### src/sv/sgm_ram.sv
// generic single write port, single read port ram with registered read
// no dependencies; used for the node word store and the neighbor store
`default_nettype none

module sgm_ram #(
  parameter int WIDTH = 8,
  parameter int DEPTH = 256
) (
  input  wire logic                     clk,
  input  wire logic                     we,
  input  wire logic [$clog2(DEPTH)-1:0] waddr,
  input  wire logic [WIDTH-1:0]         wdata,
  input  wire logic [$clog2(DEPTH)-1:0] raddr,
  output logic      [WIDTH-1:0]         rdata
);

  logic [WIDTH-1:0] mem [DEPTH];

  // write and registered read
  always_ff @(posedge clk) begin
    if (we) begin
      mem[waddr] <= wdata;
    end
    rdata <= mem[raddr];
  end

endmodule

`default_nettype wire

### config.mk
export PLATFORM = sky130hd
export DESIGN_NAME = sgm_ram
export DESIGN_NICKNAME = d
export VERILOG_FILES = /design/src/sv/sgm_ram.sv
export SDC_FILE = /design/constraint.sdc
export NUM_CORES = 2
export LEC_CHECK = 0
export BUFFER_PORTS_ARGS = -buffer_cell sky130_fd_sc_hd__buf_2
export CORE_MARGIN = 2
export CORE_UTILIZATION = 64
export DETAILED_ROUTE_END_ITERATION = 7
export PLACE_DENSITY = 0.77
export SYNTH_ARGS = -nofsm -noshare
export SYNTH_HDL_FRONTEND = slang
export SYNTH_SLANG_ARGS = --single-unit
### constraint.sdc
create_clock -name clk -period 3.2 [get_ports clk]
set_input_delay 0.32 -clock clk [delete_from_list [all_inputs] [get_ports clk]]
set_output_delay 0.32 -clock clk [all_outputs]
set_load 0.02 [all_outputs]
==> run summary <==
result of the run: completed
clock transition at the registers of the reported paths: 60 ps
DRC violation count after routing: 0
register area share after synthesis: 77.5%
Yosys top cell area share: 77.3%
Initial Util: 64.4%
num ports: 34
Clock Tree Buf Depth: 3
Placeable Area: 123,000 sq um
total congestion overflow: 0
Placer Congestion: 0.895
vias in the first global route: 41,900
Slew headroom: 28.6%
Fin Setup TNS: 0 ps
R2R depth: 6
Hold Crit Class: input port to register
Fin Hold WS: 108 ps
R2R setup slack: 260 ps
Final setup viols: 0
Initial DRC Count: 6,531
Max Clock Skew: 30.1 ps
first-pass GRT wire length: 289,000 microns
Post-Syn Instances: 3,733
Routed WL: 200,000 microns
largest net degree at the start of global routing: 113
CP Capture Type: register
WS Path Type: register to register
Max Slew Vio Count: 0
period utilization: 92.0%
Syn. warnings: 0
Clock Sinks: 2,056
cts hold-fix bufs: 2
synthesized flop and latch total: 2,056
crit path DAT: 3590 ps
root buf cell: clkbuf_16
CP max FO: 1
die area: 127,000 sq um
RSZ-0062 raised after global routing: no
share of cells above drive strength 1: 28.5%
fin nets: 4,221
Hold Crit Endpoint: mem[190][7]
die width: 357 microns
Num CTS Buffers: 192
syn_nets: 3,759
PostCTS Resize Cnt: 0
most frequent cell after synthesis: edfxtp_1
Max Cap Violations: 0
Yosys cell types: 55
P&R area growth vs syn: 14.0%
highest achievable clock rate: 0.340 GHz
Clock Latency Late Sink: 810 ps
hold path startpoint: wdata[7]
die height: 357 microns
Avg Cell Area, Syn: 21.3 sq um
Synth area leader: edfxtp_1
WP data required: 3840 ps
routed vias/inst: 6.88
CTS tree: done
Final Hold Viols: 0
FFs w/ async S/R, synth: 0%
Post-CTS Setup Bufs: 0
CTS H-tree lvls: 4
Via Count: 41,300
Reg2Reg Launch Point: mem[83][1]
Worst Hold Path Cells: 1
fillers: 6,556
worst-margin pin slew: 1070 ps
crit path launch type: register
Final min period: 2940 ps
top post-synthesis cells by area: edfxtp_1 (77%), mux4_2 (13%), mux2i_1 (1.7%)
pwr dens: 604 nW/um^2
R2R Path End: rdata[1]
initial antenna violation count: 18
Tot GR Track Use: 32.3%
Post-synth EDFFs: 2,048
Routed Antenna Nets: 0
Post-Syn Area: 79,600 sq um
HPWL after detailed placement: 122,000 microns
synth cell count leaders: edfxtp_1 (2,048), mux4_2 (454), nor2_1 (282)
Top FF cell, synth: edfxtp_1
VDD IR max: 665 uV
DR pass1 iterations: 6
DR WL/cell: 33.4 microns
number of core rows: 129
Port Buffers: 33
leakage power: 29.0 nW
## worst max-delay path by stage
stage / startpoint / endpoint / slack, ps / depth (start not counted)
after detailed placement: raddr[0] / rdata[5] / -290 / 9
after floorplan: raddr[0] / rdata[2] / 940 / 9
after CTS: mem[83][1] / rdata[1] / 320 / 6
after global routing: mem[83][1] / rdata[1] / 240 / 6
after global placement: raddr[0] / rdata[1] / -240 / 11
final: mem[83][1] / rdata[1] / 260 / 6
## where the power goes
group / internal [W] / switching (W) / leakage (nW)
combinational: 0.00106 / 0.00184 / 7.58
sequential: 0.0297 / 0.0000547 / 18.5
clock: 0.0126 / 0.00957 / 2.99
## metal layers
layer / wire length [microns] / track usage, % / part of all wire (%) / vias up
li1: - / - / - / 16600
met1: 68000 / 43.4 / 34 / 21100
met2: 95700 / 50.2 / 48 / 2951
met3: 27400 / 9.95 / 14 / 524
met4: 8830 / 13.2 / 4.4 / 26
met5: 181 / 0 / 0.090 / -
## sequential cells by signal, summed over array words and instances, names as in the netlist
| signal | cells |
|---|---|
| mem | 2048 |
| rdata | 8 |
## kinds of logic (layout without fill, tap and decap cells)
| family | count (synthesis) | in the layout | synth area share, % |
|---|---|---|---|
| AO/OA/AOI/OAI | 385 | 385 | 3.42 |
| multiplexers | 591 | 591 | 14.6 |
| flip-flops | 2056 | 2056 | 77.5 |
| other | 0 | 4 | 0 |
| AND/OR/NAND/NOR | 466 | 466 | 2.63 |
| buffers and inverters | 235 | 856 | 1.83 |
## placed cells by master (no fill, tap or decap), types with 4 or more instances in the layout
cell        count
dfxtp_1         8
buf_12         51
nor2b_1        28
a221oi_1       13
nor2_1        279
edfxtp_1     2048
a22oi_1       133
buf_4         416
o22a_1          5
diode_2         4
nand3_1        32
clkinv_2       32
o21ai_0        10
buf_2          22
mux2i_1       134
o22ai_1        28
or2_2           4
nand4_1        10
nand2_1        33
clkinv_1       51
and2_1          6
inv_6           5
clkbuf_8       19
nor3_1         22
o32ai_1         4
a211oi_1       16
clkbuf_16     194
mux4_2        454
a21oi_1        96
nand2b_1        8
clkinvlp_4      4
o211ai_1       10
clkbuf_1       38
o221ai_1       46
bufinv_16      16
nor4_1         24
a22o_1          8
## cell type report
class	count	area [sq um]	share of cell area (%)
Clock inverter	110	947	1.04
Timing Repair Buffer	501	4410	4.87
Multi-Input combinational cell	1442	16500	18.2
Clock buffer	243	5150	5.67
Inverter	2	7.51	0.00827
Antenna cell	4	10.0	0.0110
Sequential cell	2056	61700	68.0
Tap cell	1637	2050	2.26
## critical path: stages, from the launching register on
cell and delay [ps]:
edfxtp_1 360, mux4_2 550, mux4_2 470, nor2b_1 180
nor4_1 930, buf_4 240, nor4_1 50
## stage by stage
stage          worst slack [ps]  utilization (%)  total power [W]  instance area (sq um)  std cells
3_3_place_gp               -236             68.5           0.0331                  84600       5636
3_5_place_dp               -290             68.5           0.0331                  84600       5636
2_1_floorplan               942                -           0.0317                  79600       3733
5_1_grt                     241             73.5           0.0561                  90700       5991
6_report                    256             73.5           0.0548                  90700       5995
4_1_cts                     324             73.5           0.0549                  90700       5991
Note: power is estimated with default switching activity, not from simulation.
